`config.mk`:
```
export PLATFORM = sky130hd
export DESIGN_NAME = rc_link_frame_decoder
export DESIGN_NICKNAME = d
export VERILOG_FILES = /design/src/rtl/rcfd_pkg.sv /design/src/rtl/rc_link_frame_decoder.sv /design/src/rtl/rcfd_ctrl.sv /design/src/rtl/rcfd_datapath.sv
export SDC_FILE = /design/constraint.sdc
export NUM_CORES = 1
export LEC_CHECK = 0
export BUFFER_PORTS_ARGS = -buffer_cell sky130_fd_sc_hd__buf_2
export CAP_MARGIN = 20
export CORE_UTILIZATION = 35
export CTS_BUF_LIST = sky130_fd_sc_hd__clkbuf_4
export DETAILED_ROUTE_END_ITERATION = 8
export PLACE_DENSITY = 0.62
export SETUP_SLACK_MARGIN = 0.1
export SKIP_LAST_GASP = 1
export SLEW_MARGIN = 30
export SYNTH_ARGS = -nofsm -noshare
export SYNTH_HDL_FRONTEND = slang
export SYNTH_SLANG_ARGS = --single-unit
```
`constraint.sdc`:
```
create_clock -name aclk -period 11.4 [get_ports aclk]
set_input_delay 2.85 -clock aclk [delete_from_list [all_inputs] [get_ports aclk]]
set_output_delay 2.85 -clock aclk [all_outputs]
set_load 0.01 [all_outputs]
```
`src/rtl/rcfd_pkg.sv`:
```
// Package for the RC link frame decoder: types, codes and constants.
// No dependencies.
package rcfd_pkg;

    localparam int MAX_FRAME_BYTES_DEF = 64;
    localparam int CHANNEL_COUNT_DEF   = 16;
    localparam int RAW_W   = 11;
    localparam int STICK_W = 16;

    localparam logic [7:0] SYNC_BYTE      = 8'hC8;
    localparam logic [7:0] TYPE_RC        = 8'h16;
    localparam logic [7:0] TYPE_STATS     = 8'h14;
    localparam logic [7:0] TYPE_HEARTBEAT = 8'h0B;

    localparam logic [1:0] KIND_RC    = 2'd0;
    localparam logic [1:0] KIND_STATS = 2'd1;
    localparam logic [1:0] KIND_HB    = 2'd2;

    localparam logic [2:0] REG_STICK_MIN    = 3'd0;
    localparam logic [2:0] REG_STICK_CENTER = 3'd1;
    localparam logic [2:0] REG_MAX_SHORT    = 3'd2;
    localparam logic [2:0] REG_MAX_LONG     = 3'd3;
    localparam logic [2:0] REG_TOGGLE       = 3'd4;
    localparam logic [2:0] REG_UP_CODE      = 3'd5;
    localparam logic [2:0] REG_MID_CODE     = 3'd6;

    localparam logic signed [STICK_W-1:0] Q8_FULL = 16'sd25600;

    typedef enum logic [2:0] {
        ST_HUNT,
        ST_LEN,
        ST_BODY,
        ST_FETCH,
        ST_CALC,
        ST_DIV,
        ST_OUT
    } state_t;

    // controller -> datapath
    typedef struct packed {
        logic store_len;
        logic write_byte;
        logic start_item;
        logic load_byte;
        logic div_start;
        logic div_step;
        logic finish_item;
        logic next_item;
    } cmd_t;

    // datapath -> controller
    typedef struct packed {
        logic frame_ok;
        logic fetch_done;
        logic need_div;
        logic div_done;
        logic last_item;
        logic body_done;
    } status_t;

endpackage

```
`src/rtl/rc_link_frame_decoder.sv`:
```
// RC link frame decoder: one byte accepted per cycle while collecting a frame.
// After the last byte each RC channel result reads three store bytes, then sets up
// and registers; a statistics or heartbeat result reads one byte instead; a
// mapped stick on channels 0-3 also runs the serial divider. Input stalls through the emit,
// which any m_tready stall lengthens. Synchronous active-low reset: hunting for
// sync, config at reset values, output empty.
module rc_link_frame_decoder #(
    parameter int MAX_FRAME_BYTES = rcfd_pkg::MAX_FRAME_BYTES_DEF,
    parameter int CHANNEL_COUNT   = rcfd_pkg::CHANNEL_COUNT_DEF
) (
    input  logic        aclk,
    input  logic        aresetn,
    input  logic        s_tvalid,
    output logic        s_tready,
    input  logic [7:0]  s_tdata,      // [7:0] rx_byte
    output logic        m_tvalid,
    input  logic        m_tready,
    output logic [39:0] m_tdata,      // [3:0] item_index, [14:4] raw_value,
                                      // [30:15] stick_position, [32:31] switch_position
    output logic [1:0]  m_tuser,      // [1:0] frame_kind
    output logic        m_tlast,      // last_of_frame
    input  logic        cfg_valid,
    output logic        cfg_ready,
    input  logic [2:0]  cfg_index,
    input  logic [10:0] cfg_data
);

    rcfd_pkg::cmd_t    cmd;
    rcfd_pkg::status_t status;
    logic              len_ok, out_free, in_beat;
    logic [3:0]        out_index;
    logic [10:0]       out_raw;
    logic signed [15:0] out_stick;
    logic [1:0]        out_switch;

    assign in_beat   = s_tvalid && s_tready;
    assign cfg_ready = 1'b1;

    rcfd_ctrl u_ctrl (
        .aclk     (aclk),
        .aresetn  (aresetn),
        .in_beat  (in_beat),
        .in_byte  (s_tdata),
        .len_ok   (len_ok),
        .out_free (out_free),
        .status   (status),
        .in_ready (s_tready),
        .cmd      (cmd)
    );

    rcfd_datapath #(
        .MAX_FRAME_BYTES (MAX_FRAME_BYTES),
        .CHANNEL_COUNT   (CHANNEL_COUNT)
    ) u_dp (
        .aclk       (aclk),
        .aresetn    (aresetn),
        .in_byte    (s_tdata),
        .cmd        (cmd),
        .cfg_we     (cfg_valid),
        .cfg_idx    (cfg_index),
        .cfg_data   (cfg_data),
        .out_take   (m_tvalid && m_tready),
        .len_ok     (len_ok),
        .out_free   (out_free),
        .status     (status),
        .out_valid  (m_tvalid),
        .out_kind   (m_tuser),
        .out_index  (out_index),
        .out_raw    (out_raw),
        .out_stick  (out_stick),
        .out_switch (out_switch),
        .out_last   (m_tlast)
    );

    assign m_tdata = {7'd0, out_switch, out_stick, out_raw, out_index};

`ifndef SYNTHESIS
    a_no_input_while_emitting: assert property (@(posedge aclk) disable iff (!aresetn)
        (cmd.load_byte || cmd.div_step) |-> !s_tready)
        else $error("input accepted during emit");
    a_finish_needs_room: assert property (@(posedge aclk) disable iff (!aresetn)
        cmd.finish_item |-> out_free)
        else $error("result overwrote a pending beat");
    a_stall_holds: assert property (@(posedge aclk) disable iff (!aresetn)
        (m_tvalid && !m_tready) |=> (m_tvalid && $stable(m_tdata)))
        else $error("stalled result changed");
`endif

endmodule

```
`src/rtl/rcfd_ctrl.sv`:
```
// Controller state machine of the RC link frame decoder.
// Depends on rcfd_pkg.
module rcfd_ctrl (
    input  logic              aclk,
    input  logic              aresetn,
    input  logic              in_beat,
    input  logic [7:0]        in_byte,
    input  logic              len_ok,
    input  logic              out_free,
    input  rcfd_pkg::status_t status,
    output logic              in_ready,
    output rcfd_pkg::cmd_t    cmd
);

    rcfd_pkg::state_t state_reg, state_next;

    always_ff @(posedge aclk) begin
        if (!aresetn) begin
            state_reg <= rcfd_pkg::ST_HUNT;
        end else begin
            state_reg <= state_next;
        end
    end

    always_comb begin
        state_next = state_reg;
        cmd        = '0;
        in_ready   = 1'b0;
        unique case (state_reg)
            rcfd_pkg::ST_HUNT: begin
                in_ready = 1'b1;
                if (in_beat && in_byte == rcfd_pkg::SYNC_BYTE) begin
                    state_next = rcfd_pkg::ST_LEN;
                end
            end
            rcfd_pkg::ST_LEN: begin
                in_ready = 1'b1;
                if (in_beat) begin
                    if (len_ok) begin
                        cmd.store_len = 1'b1;
                        state_next    = rcfd_pkg::ST_BODY;
                    end else if (in_byte != rcfd_pkg::SYNC_BYTE) begin
                        state_next = rcfd_pkg::ST_HUNT;
                    end
                end
            end
            rcfd_pkg::ST_BODY: begin
                in_ready = 1'b1;
                if (in_beat) begin
                    cmd.write_byte = 1'b1;
                    if (status.body_done) begin
                        state_next = rcfd_pkg::ST_HUNT;
                    end
                end
            end
            rcfd_pkg::ST_FETCH: begin
                cmd.load_byte = 1'b1;
                if (status.fetch_done) begin
                    state_next = rcfd_pkg::ST_CALC;
                end
            end
            rcfd_pkg::ST_CALC: begin
                if (status.need_div) begin
                    cmd.div_start = 1'b1;
                    state_next    = rcfd_pkg::ST_DIV;
                end else if (out_free) begin
                    cmd.finish_item = 1'b1;
                    state_next      = rcfd_pkg::ST_OUT;
                end
            end
            rcfd_pkg::ST_DIV: begin
                if (status.div_done) begin
                    if (out_free) begin
                        cmd.finish_item = 1'b1;
                        state_next      = rcfd_pkg::ST_OUT;
                    end
                end else begin
                    cmd.div_step = 1'b1;
                end
            end
            rcfd_pkg::ST_OUT: begin
                if (status.last_item) begin
                    state_next = rcfd_pkg::ST_HUNT;
                end else begin
                    cmd.next_item  = 1'b1;
                    cmd.start_item = 1'b1;
                    state_next     = rcfd_pkg::ST_FETCH;
                end
            end
            default: state_next = rcfd_pkg::ST_HUNT;
        endcase
        // a complete, decodable frame goes to the emit loop
        if (state_reg == rcfd_pkg::ST_BODY && in_beat && status.body_done &&
            status.frame_ok) begin
            cmd.start_item = 1'b1;
            state_next     = rcfd_pkg::ST_FETCH;
        end
    end

endmodule

```
`src/rtl/rcfd_datapath.sv`:
```
// Datapath of the RC link frame decoder: frame store, channel unpack,
// stick mapping with a serial divider, switch decode and output register.
// Depends on rcfd_pkg.
module rcfd_datapath #(
    parameter int MAX_FRAME_BYTES = rcfd_pkg::MAX_FRAME_BYTES_DEF,
    parameter int CHANNEL_COUNT   = rcfd_pkg::CHANNEL_COUNT_DEF
) (
    input  logic                        aclk,
    input  logic                        aresetn,
    input  logic [7:0]                  in_byte,
    input  rcfd_pkg::cmd_t              cmd,
    input  logic                        cfg_we,
    input  logic [2:0]                  cfg_idx,
    input  logic [10:0]                 cfg_data,
    input  logic                        out_take,
    output logic                        len_ok,
    output logic                        out_free,
    output rcfd_pkg::status_t           status,
    output logic                        out_valid,
    output logic [1:0]                  out_kind,
    output logic [3:0]                  out_index,
    output logic [10:0]                 out_raw,
    output logic signed [15:0]          out_stick,
    output logic [1:0]                  out_switch,
    output logic                        out_last
);

    localparam int AW = $clog2(MAX_FRAME_BYTES);
    localparam int PW = $clog2(MAX_FRAME_BYTES + 1);
    localparam int CW = $clog2(CHANNEL_COUNT);

    logic [10:0] stick_min_reg, stick_center_reg, max_short_reg, max_long_reg;
    logic [10:0] toggle_reg, up_code_reg, mid_code_reg;

    always_ff @(posedge aclk) begin
        if (!aresetn) begin
            stick_min_reg    <= 11'd174;
            stick_center_reg <= 11'd992;
            max_short_reg    <= 11'd1808;
            max_long_reg     <= 11'd1811;
            toggle_reg       <= 11'd1000;
            up_code_reg      <= 11'd191;
            mid_code_reg     <= 11'd997;
        end else if (cfg_we) begin
            case (cfg_idx)
                rcfd_pkg::REG_STICK_MIN:    stick_min_reg    <= cfg_data;
                rcfd_pkg::REG_STICK_CENTER: stick_center_reg <= cfg_data;
                rcfd_pkg::REG_MAX_SHORT:    max_short_reg    <= cfg_data;
                rcfd_pkg::REG_MAX_LONG:     max_long_reg     <= cfg_data;
                rcfd_pkg::REG_TOGGLE:       toggle_reg       <= cfg_data;
                rcfd_pkg::REG_UP_CODE:      up_code_reg      <= cfg_data;
                rcfd_pkg::REG_MID_CODE:     mid_code_reg     <= cfg_data;
                default: ;
            endcase
        end
    end

    // frame collection
    logic [7:0]    len_reg;
    logic [PW-1:0] pos_reg;
    logic [7:0]    type_reg;
    logic [7:0]    store_mem [MAX_FRAME_BYTES];
    logic [8:0]    len_plus2;

    assign len_plus2 = {1'b0, in_byte} + 9'd2;
    assign len_ok    = (in_byte != 8'd0) && (len_plus2 <= 9'(MAX_FRAME_BYTES));

    logic [7:0] plen;
    logic [8:0] pos_inc;
    assign pos_inc = 9'(pos_reg) + 9'd1;
    assign plen    = (len_reg >= 8'd2) ? len_reg - 8'd2 : 8'd0;
    assign status.body_done = pos_inc >= {1'b0, len_reg};

    logic [7:0] type_now;
    assign type_now = (pos_reg == '0) ? in_byte : type_reg;
    assign status.frame_ok = (type_now == rcfd_pkg::TYPE_RC && plen >= 8'd22) ||
                             (type_now == rcfd_pkg::TYPE_STATS && plen >= 8'd10) ||
                             (type_now == rcfd_pkg::TYPE_HEARTBEAT && plen >= 8'd1);

    always_ff @(posedge aclk) begin
        if (!aresetn) begin
            len_reg  <= '0;
            pos_reg  <= '0;
            type_reg <= '0;
        end else if (cmd.store_len) begin
            len_reg <= in_byte;
            pos_reg <= '0;
        end else if (cmd.write_byte) begin
            if (pos_reg == '0) type_reg <= in_byte;
            pos_reg <= status.body_done ? '0 : PW'(pos_inc);
        end
    end

    always_ff @(posedge aclk) begin
        if (cmd.write_byte) begin
            store_mem[pos_reg[AW-1:0]] <= in_byte;
        end
    end

    // item loop: fetch three payload bytes for an RC channel or one otherwise, one per cycle
    logic [CW-1:0] item_reg;
    logic [1:0]    fcnt_reg;
    logic [23:0]   word_reg;
    logic [7:0]    rd_reg;
    logic          rd_ok_reg;
    logic [1:0]    kind;
    logic [8:0]    base_byte;
    logic [9:0]    rd_addr;
    logic [2:0]    fetch_n;

    assign kind = (type_reg == rcfd_pkg::TYPE_RC) ? rcfd_pkg::KIND_RC :
                  (type_reg == rcfd_pkg::TYPE_STATS) ? rcfd_pkg::KIND_STATS :
                  rcfd_pkg::KIND_HB;
    assign base_byte = (kind == rcfd_pkg::KIND_RC) ?
                       9'(({5'd0, item_reg} * 9'd11) >> 3) : 9'(item_reg);
    assign rd_addr = 10'(base_byte) + 10'(fcnt_reg) + 10'd1;
    assign fetch_n = (kind == rcfd_pkg::KIND_RC) ? 3'd3 : 3'd1;

    // registered memory read; fcnt counts issued reads, got_reg the bytes captured from the read register
    logic [1:0] got_reg;
    always_ff @(posedge aclk) begin
        rd_reg    <= store_mem[rd_addr[AW-1:0]];
        rd_ok_reg <= rd_addr < 10'(MAX_FRAME_BYTES);
    end

    always_ff @(posedge aclk) begin
        if (!aresetn) begin
            item_reg <= '0;
            fcnt_reg <= '0;
            got_reg  <= '0;
        end else if (cmd.start_item) begin
            if (!cmd.next_item) item_reg <= '0;
            else item_reg <= item_reg + CW'(1);
            fcnt_reg <= '0;
            got_reg  <= '0;
        end else if (cmd.load_byte) begin
            if (3'(fcnt_reg) < fetch_n) fcnt_reg <= fcnt_reg + 2'd1;
            if (fcnt_reg != 2'd0 && 3'(got_reg) < fetch_n) begin
                got_reg <= got_reg + 2'd1;
                word_reg[8*got_reg +: 8] <= rd_ok_reg ? rd_reg : 8'd0;
            end
        end
    end
    assign status.fetch_done = (3'(got_reg) == fetch_n);

    logic [3:0]  sh;
    logic [10:0] raw;
    assign sh  = 4'(({5'd0, item_reg} * 9'd11) & 9'd7);
    assign raw = (kind == rcfd_pkg::KIND_RC) ? 11'(word_reg >> sh) : {3'd0, word_reg[7:0]};

    // stick mapping setup
    logic [10:0] hi;
    logic        stick_ch, degen, below;
    logic [10:0] num, den;
    assign stick_ch = (kind == rcfd_pkg::KIND_RC) && (item_reg < CW'(4));
    assign hi    = item_reg[0] ? max_short_reg : max_long_reg;
    assign degen = stick_min_reg >= hi || stick_center_reg <= stick_min_reg ||
                   stick_center_reg >= hi;
    assign below = raw < stick_center_reg;
    assign num   = below ? raw - stick_min_reg : raw - stick_center_reg;
    assign den   = below ? stick_center_reg - stick_min_reg : hi - stick_center_reg;
    assign status.need_div = stick_ch && !degen &&
                             !(below && raw < stick_min_reg) && !(!below && raw > hi);

    // restoring divider, one quotient bit per cycle
    logic [25:0] dividend_reg;
    logic [10:0] den_reg;
    logic [11:0] rem_reg;
    logic [4:0]  dcnt_reg;
    logic [15:0] quo_reg;
    logic        below_reg;
    logic [12:0] rem_sh;
    logic [12:0] rem_try;

    assign rem_sh  = {rem_reg, dividend_reg[25]};
    assign rem_try = rem_sh - {2'd0, den_reg};
    always_ff @(posedge aclk) begin
        if (!aresetn) begin
            dcnt_reg <= '0;
        end else if (cmd.div_start) begin
            dividend_reg <= 26'(num) * 26'd25600 + 26'(den >> 1);
            den_reg      <= den;
            rem_reg      <= '0;
            quo_reg      <= '0;
            below_reg    <= below;
            dcnt_reg     <= 5'd26;
        end else if (cmd.div_step) begin
            dividend_reg <= dividend_reg << 1;
            if (!rem_try[12]) begin
                rem_reg <= rem_try[11:0];
                quo_reg <= {quo_reg[14:0], 1'b1};
            end else begin
                rem_reg <= rem_sh[11:0];
                quo_reg <= {quo_reg[14:0], 1'b0};
            end
            dcnt_reg <= dcnt_reg - 5'd1;
        end
    end
    assign status.div_done = (dcnt_reg == 5'd0);

    logic signed [15:0] stick_val;
    always_comb begin
        if (!stick_ch) stick_val = '0;
        else if (degen) stick_val = -rcfd_pkg::Q8_FULL;
        else if (below && raw < stick_min_reg) stick_val = -rcfd_pkg::Q8_FULL;
        else if (!below && raw > hi) stick_val = rcfd_pkg::Q8_FULL;
        else if (below_reg) stick_val = $signed(quo_reg) - rcfd_pkg::Q8_FULL;
        else stick_val = $signed(quo_reg);
    end

    logic [1:0] sw_val;
    always_comb begin
        sw_val = 2'd0;
        if (kind == rcfd_pkg::KIND_RC && item_reg >= CW'(4) && item_reg < CW'(8)) begin
            sw_val = (raw == up_code_reg) ? 2'd1 : ((raw == mid_code_reg) ? 2'd0 : 2'd2);
        end else if (kind == rcfd_pkg::KIND_RC && item_reg >= CW'(8) &&
                     item_reg < CW'(10)) begin
            sw_val = (raw > toggle_reg) ? 2'd1 : 2'd0;
        end
    end

    logic last_now;
    assign last_now = (kind == rcfd_pkg::KIND_RC) ? (item_reg == CW'(CHANNEL_COUNT - 1)) :
                      (kind == rcfd_pkg::KIND_STATS) ? (item_reg == CW'(9)) : 1'b1;
    assign status.last_item = out_last;

    // output register
    always_ff @(posedge aclk) begin
        if (!aresetn) begin
            out_valid <= 1'b0;
        end else if (cmd.finish_item) begin
            out_valid <= 1'b1;
        end else if (out_take) begin
            out_valid <= 1'b0;
        end
    end
    always_ff @(posedge aclk) begin
        if (cmd.finish_item) begin
            out_kind   <= kind;
            out_index  <= 4'(item_reg);
            out_raw    <= raw;
            out_stick  <= stick_val;
            out_switch <= sw_val;
            out_last   <= last_now;
        end
    end
    assign out_free = !out_valid || out_take;

endmodule
```
# Word-level counts from Yosys, hierarchy flattened
# Memory sizes are Yosys's and may differ from the RTL's. A register that Yosys moved wholly into a read port is not among the register bits.
# Index checks and enable logic that the tools add are counted.
[word_totals]
romBits = 0
latch_bits = 0
out_inout_bits = 46
mem_bits_rw = 512
regBits = 244
wordCells = 250
memories = 1
input_bits = 27
[op_classes]
order_cmp = 21
div_mod_pow = 0
mux = 68
addsub = 17
multipliers = 2
n_reduce_logical = 62
eq_ne = 39
bitwise_logic = 4
shifts = 3
[memory_table]
columns = ["name", "words", "width", "read_ports", "rd_clocked_by_memory_dff", "write_ports", "line", "source"]
rows = [
  ["u_dp.store_mem", 64, 8, 1, 1, 1, "rcfd_datapath.sv:62", "logic [7:0] store_mem [MAX_FRAME_BYTES];"],
]
[ops]
columns = ["operator", "n"]
rows = [
  ["16-bit two-way mux", 5],
  ["26-bit two-way mux", 2],
  ["11-bit two-way mux", 4],
  ["11-bit subtractor", 4],
  ["5-bit negator with 34-bit output", 1],
  ["8-bit by 34-bit variable shift with 24-bit output (first input constant)", 1],
  ["8-bit by 34-bit indexed part select with 24-bit output", 1],
  ["8-bit by 5-bit == test with 1-bit output (second input constant)", 4],
  ["3-bit two-way mux", 10],
  ["26-bit by 10-bit adder with 26-bit output", 1],
  ["1-bit two-way mux", 25],
  ["24-bit bitwise mux", 1],
  ["12-bit two-way mux", 2],
  ["8-bit two-way mux", 3],
  ["2-bit AND reduction", 12],
  ["24-bit by 3-bit >> shifter with 11-bit output", 1],
  ["11-bit == test", 2],
  ["11-bit >= comparator", 2],
  ["11-bit > comparator", 2],
  ["11-bit < comparator", 2],
  ["1-bit logical AND", 21],
  ["3-bit one-hot mux with 7 select lines", 1],
  ["3-bit == test (second input constant)", 6],
  ["2-bit two-way mux", 9],
  ["56 further kinds", 94],
]

# Depth between registers and ports, before layout
[logic_depth]
depth_word = 14
depth_mapped = 35
ltp_nobuf = 32

# Modules after synthesis
# From an unflattened synthesis, not the netlist that was laid out.
[unflattened]
cells_unflattened = 2405
area_unflattened_um2 = 31375.1
[modules_own_cells]
columns = ["module", "area_per_inst_um2", "n_inst", "cells_each", "seq_area_each_um2"]
rows = [
  ["rcfd_datapath", 30905.9, 1, 2348, 17576.9],
  ["rcfd_ctrl", 389.1, 1, 45, 60.1],
  ["rc_link_frame_decoder", 80.1, 1, 12, 0.0],
]

# Worst setup path after synthesis
# Ideal clock, no wire load.
[synth_path]
kind = "reg-to-reg"
start = "register u_dp.item_reg[1]"
end = "register u_dp.dividend_reg[25] (data pin)"
t_arrival_ps = 8642
n_path_buf = 4
slack_ps = 2499
required_time_ps = 11140
path_stages_with_launch = 35
synth_period_minus_slack_ps = 8901
setup_time_ps = 260
cell_sequence = "dfxtp_1 -> inv_1 -> ha_1 -> ha_1 -> clkbuf_1 -> mux4_2 -> mux2i_1 -> nand2_1 -> o21ai_0 -> inv_1 -> ha_1 -> nor2b_1 -> o21a_1 -> o21ai_0 -> a21oi_1 -> a31o_2 -> a31oi_1 -> clkbuf_1 -> clkbuf_1 -> buf_1 -> nor2_1 -> a21oi_1 -> ha_1 -> ha_1 -> inv_1 -> fa_1 -> inv_1 -> ha_1 -> a2111oi_0 -> nor4_1 -> a2111oi_0 -> o21bai_1 -> a21oi_1 -> xnor2_1 -> mux2_2"
[synth_between]
elab_chain_cells = 11
elab_cells_between_ends = 25
classes_between = "3 x add/sub; 2 x mul; 4 x order compare; 1 x shift; 6 x mux; 9 x reduce/logical"
[synth_lines]
columns = ["element", "line", "source"]
rows = [
  ["from (decl)", "rcfd_datapath.sv:101", "logic [CW-1:0] item_reg;"],
  ["from (signal assigned)", "rcfd_datapath.sv:133", "else item_reg <= item_reg + CW'(1);"],
  ["4-bit by 4-bit multiplier with 8-bit output (*)", "n/a", ""],
  ["24-bit by 3-bit >> shifter with 11-bit output (*)", "rcfd_datapath.sv:149", "assign raw = (kind == rcfd_pkg::KIND_RC) ? 11'(word_reg >> sh) : {3'd0, word_reg[7:0]};"],
  ["11-bit two-way mux (*)", "rcfd_datapath.sv:149", ""],
  ["via u_dp.raw[1]", "rcfd_datapath.sv:147", "logic [10:0] raw;"],
  ["11-bit < comparator (*)", "rcfd_datapath.sv:159", "assign below = raw < stick_center_reg;"],
  ["via u_dp.below", "rcfd_datapath.sv:153", "logic stick_ch, degen, below;"],
  ["branches (longest 6 deep; another with 26-bit by 10-bit adder with 26-bit output)", "n/a", ""],
  ["26-bit two-way mux (*)", "rcfd_datapath.sv:180", "end else if (cmd.div_start) begin"],
  ["to (signal assigned)", "rcfd_datapath.sv:181", "dividend_reg <= 26'(num) * 26'd25600 + 26'(den >> 1);"],
  ["to (signal assigned)", "rcfd_datapath.sv:188", "dividend_reg <= dividend_reg << 1;"],
  ["to (decl)", "rcfd_datapath.sv:166", "logic [25:0] dividend_reg;"],
]
# Mark *: on every way through the listed nets, which the timed path passes.
# A chain may end at the register's enable or synchronous reset.

# Final worst setup path
[layout_path]
start = "register u_dp.item_reg[2]"
end = "register u_dp.dividend_reg[25] (data pin)"
[layout_between]
elab_chain_cells = 11
elab_cells_between_ends = 25
classes_between = "3 x add/sub; 2 x mul; 4 x order compare; 1 x shift; 6 x mux; 9 x reduce/logical"
[layout_lines]
columns = ["element", "line"]
rows = [
  ["4-bit by 4-bit multiplier with 8-bit output (*)", "n/a"],
  ["24-bit by 3-bit >> shifter with 11-bit output (*)", "rcfd_datapath.sv:149"],
  ["11-bit two-way mux (*)", "rcfd_datapath.sv:149"],
  ["via u_dp.raw[1]", "rcfd_datapath.sv:147"],
  ["branches (longest 7 deep; another with 26-bit by 10-bit adder with 26-bit output)", "n/a"],
  ["26-bit two-way mux (*)", "rcfd_datapath.sv:180"],
]
# Marks and branches as above.

==> results_dict.tcl <==
set metrics [dict create \
    io_buffers 64 \
    clockBufferDepth 3 \
    grt_pass1_wl_um 116000 \
    synth_edf_count 472 \
    synthCells 2400 \
    routed_wl_um 74800 \
    synthSimpleGateAreaFrac_pct 10.6 \
    gp_congestion 0.922 \
    post_cts_buffers 0 \
    cts_inserted_buffers 157 \
    critPathArrivalTime_ns 10.67 \
    synth_mux_area_share_pct 12.4 \
    regToRegStartpoint "u_dp.item_reg[2]$_SDFFE_PN0P_" \
    place_area_mm2 0.0319 \
    critPathRequiredTime_ns 12.15 \
    grt_pass1_vias 20400 \
    grt_setup_unrepaired "no" \
    area_growth_pct 12.0 \
    place_hpwl_um 50700 \
    yosysUniqueCellTypes 74 \
    fp-row-count 107 \
    min_to "u_dp.out_index[3]$_DFFE_PP_" \
    p_leak_uw 0.0124 \
    core_area_mm2 0.0853 \
    grt_usage_pct 17.4 \
    path_max_fanout 39 \
    dr.first_iter.drc_count 1368 \
    p_per_area_mw_per_mm2 141 \
    die_w_um 296 \
    synth_top_family_by_area "multiplexers" \
    wl_per_cell_um 19.6 \
    fin_tns_setup_ns 0 \
    fillers 8098 \
    htreeDepth 4 \
    synth.area.top_cells "edfxtp_1 (47%), dfxtp_1 (8.3%), mux4_2 (7.6%)" \
    fin_crit_ns 9.92 \
    critPathCaptureType "register" \
    cts_tree "yes" \
    drive_gt1_share_pct 19.2 \
    clkTransAtPathRegs_ns 0.07 \
    critPathKind "register to register" \
    synth_xor_area_share_pct 2.26 \
    die_h_um 296 \
    switchingPower_uw 1240 \
    final_util_pct 39.6 \
    synthAdderAreaFrac_pct 7.49 \
    hold_depth 0 \
    post-synth-top-area-cell "edfxtp_1" \
    fmax_ghz 0.101 \
    cpPeakStageDelay_ns 0.81 \
    boundaryPins 73 \
    crit_path_frequent_cell "ha_1" \
    holdCritStartpoint "u_dp.item_reg[3]$_SDFFE_PN0P_" \
    async_flop_share_pct 0 \
    postCtsHoldBufs 0 \
    initial_utilization_pct 35.4 \
    largest_reg_flops 352 \
    post-place-ws_ns 1.50 \
    synth_most_common_cell "edfxtp_1" \
    globalRoute.totalOverflow 0 \
    synth_area_per_cell_um2 12.6 \
    drcViolationCount 0 \
    synth_common_cells "edfxtp_1 (472), nand2_1 (211), ha_1 (160), nor2_1 (160), inv_1 (141)" \
    maxCapViolCount 0 \
    pwr-share-comb_pct 11.8 \
    dr.pass1.iters 7 \
    fin_skew_ns 0.0691 \
    status "completed" \
    grt_antenna_before_repair 4 \
    ant_nets 0 \
    rr_worst_depth 31 \
    yosys_warnings 0 \
    slew_headroom_pct 37.0 \
    setup_viol 0 \
    r2r_end "u_dp.dividend_reg[25]$_DFFE_PP_" \
    internal_power_uw 3520 \
    critical-path-top-delay-family "compound AO/OA/AOI/OAI gates" \
    clkPwrFrac_pct 37.5 \
    peakVddDrop_v 0.0000934 \
    die-area_mm2 0.0874 \
    vias 19900 \
    synth_top_area_share_pct 47.0 \
    root_buffer "clkbuf_4" \
    synth_area_mm2 0.0302 \
    synth_compound_area_share_pct 8.68 \
    worst_path_max_delay_cell "ha_1" \
    ys_seq_elements 597 \
    setup_ws_ns 1.48 \
    swShare_pct 26.0 \
    finish.instance_area_mm2 0.0338 \
    hold_path_class "register to register" \
    worst-path-buf-inv 5 \
    cts_sinks 597 \
    viasPerCell 5.23 \
    cts_resized 0 \
    layout.nets 2752 \
    clkLatencyLatePin_ns 1.02 \
    fin_crit_sh_pct 87.0 \
    ys_seq_area_share_pct 55.2 \
    startpoint_type "register" \
    grt_max_degree 77 \
    ys.flop_type "edfxtp_1" \
    power_uw 4750 \
    setup.worst_path.start "u_dp.item_reg[2]$_SDFFE_PN0P_" \
    p_seq_share_pct 50.8 \
    drv_slew 0 \
    hold_violations 0 \
    ff2ff_setup_slack_ns 1.48 \
    tightest_slew_ns 0.941 \
]
[cells by family (layout without fill, tap and decap cells)]
| kind of cell | Yosys count | in the layout |
|---|---|---|
| flip-flops | 597 | 597 |
| AND/OR/NAND/NOR | 667 | 667 |
| multiplexers | 240 | 240 |
| AO/OA/AOI/OAI | 391 | 391 |
| buffers and inverters | 252 | 507 |
| other | 2 | 16 |
| XOR/XNOR | 78 | 78 |
| adder cells (fa/ha/maj) | 173 | 173 |
[stage by stage]
stage | hold WS [ns] | instances
2_1_floorplan | 0.440 | 2406
3_3_place_gp | 0.414 | 3536
3_5_place_dp | 0.414 | 3537
4_1_cts | 0.430 | 3805
5_1_grt | 0.442 | 3813
6_report | 0.428 | 3813
[per-layer routing]
| metal | vias up | GRT usage, % | share of wire (%) |
|---|---|---|---|
| li1 | 9359 | - | - |
| met1 | 9838 | 21.5 | 42 |
| met2 | 598 | 29.4 | 49 |
| met3 | 128 | 3.72 | 5.6 |
| met4 | 2 | 6.96 | 2.7 |
| met5 | - | 0 | 0.016 |
[layout make-up]
class	instances	area (um2)	area share, %
Antenna cell	8	20.0	0.0592
Clock inverter	46	211	0.626
Inverter	141	529	1.57
Timing Repair Buffer	98	604	1.79
Multi-Input combinational cell	1557	12700	37.4
Clock buffer	222	1670	4.93
Sequential cell	597	16700	49.4
Tap cell	1144	1430	4.24
[cell usage in the layout (no fill, tap or decap), types with 9 or more instances in the layout]
master    instances
nor2_1          159
ha_1            159
mux2_2           44
o22ai_1          12
nand3_1          56
a21boi_0         43
dfxtp_1         124
clkbuf_4        222
nand4_1          12
a211oi_1         15
buf_2            62
inv_1           141
edfxtp_1        472
o221ai_1         20
clkinv_1         30
o31ai_1          24
nand2_1         211
nand2b_1         18
o21a_1           19
and2_1           38
xnor2_1          46
nor3_1           36
a21oi_1          89
or3_1            11
mux2i_1          93
mux4_2          102
nand3b_1          9
nor4_1           12
nor2b_1          61
o211ai_1         32
clkinv_2          9
and3_1           11
xor2_1           30
buf_4            34
a21o_1           24
fa_1             12
o21ai_0          59
[worst max path at each step]
stage               cells after the start                              end
finish                                 31  u_dp.dividend_reg[25]$_DFFE_PP_
global route                           31  u_dp.dividend_reg[25]$_DFFE_PP_
CTS                                    31  u_dp.dividend_reg[25]$_DFFE_PP_
detailed placement                     31  u_dp.dividend_reg[25]$_DFFE_PP_
global placement                       31  u_dp.dividend_reg[25]$_DFFE_PP_
floorplan                              34  u_dp.dividend_reg[25]$_DFFE_PP_
[power by group through the flow]
stage	clock, uW	sequential, uW	combinational, uW
after floorplan	0	2450	403
after global placement	0	2460	550
after detailed placement	0	2460	561
after CTS	1840	2410	565
after global routing	1950	2420	620
final	1780	2410	559
Power figures use the tool's default switching activity.
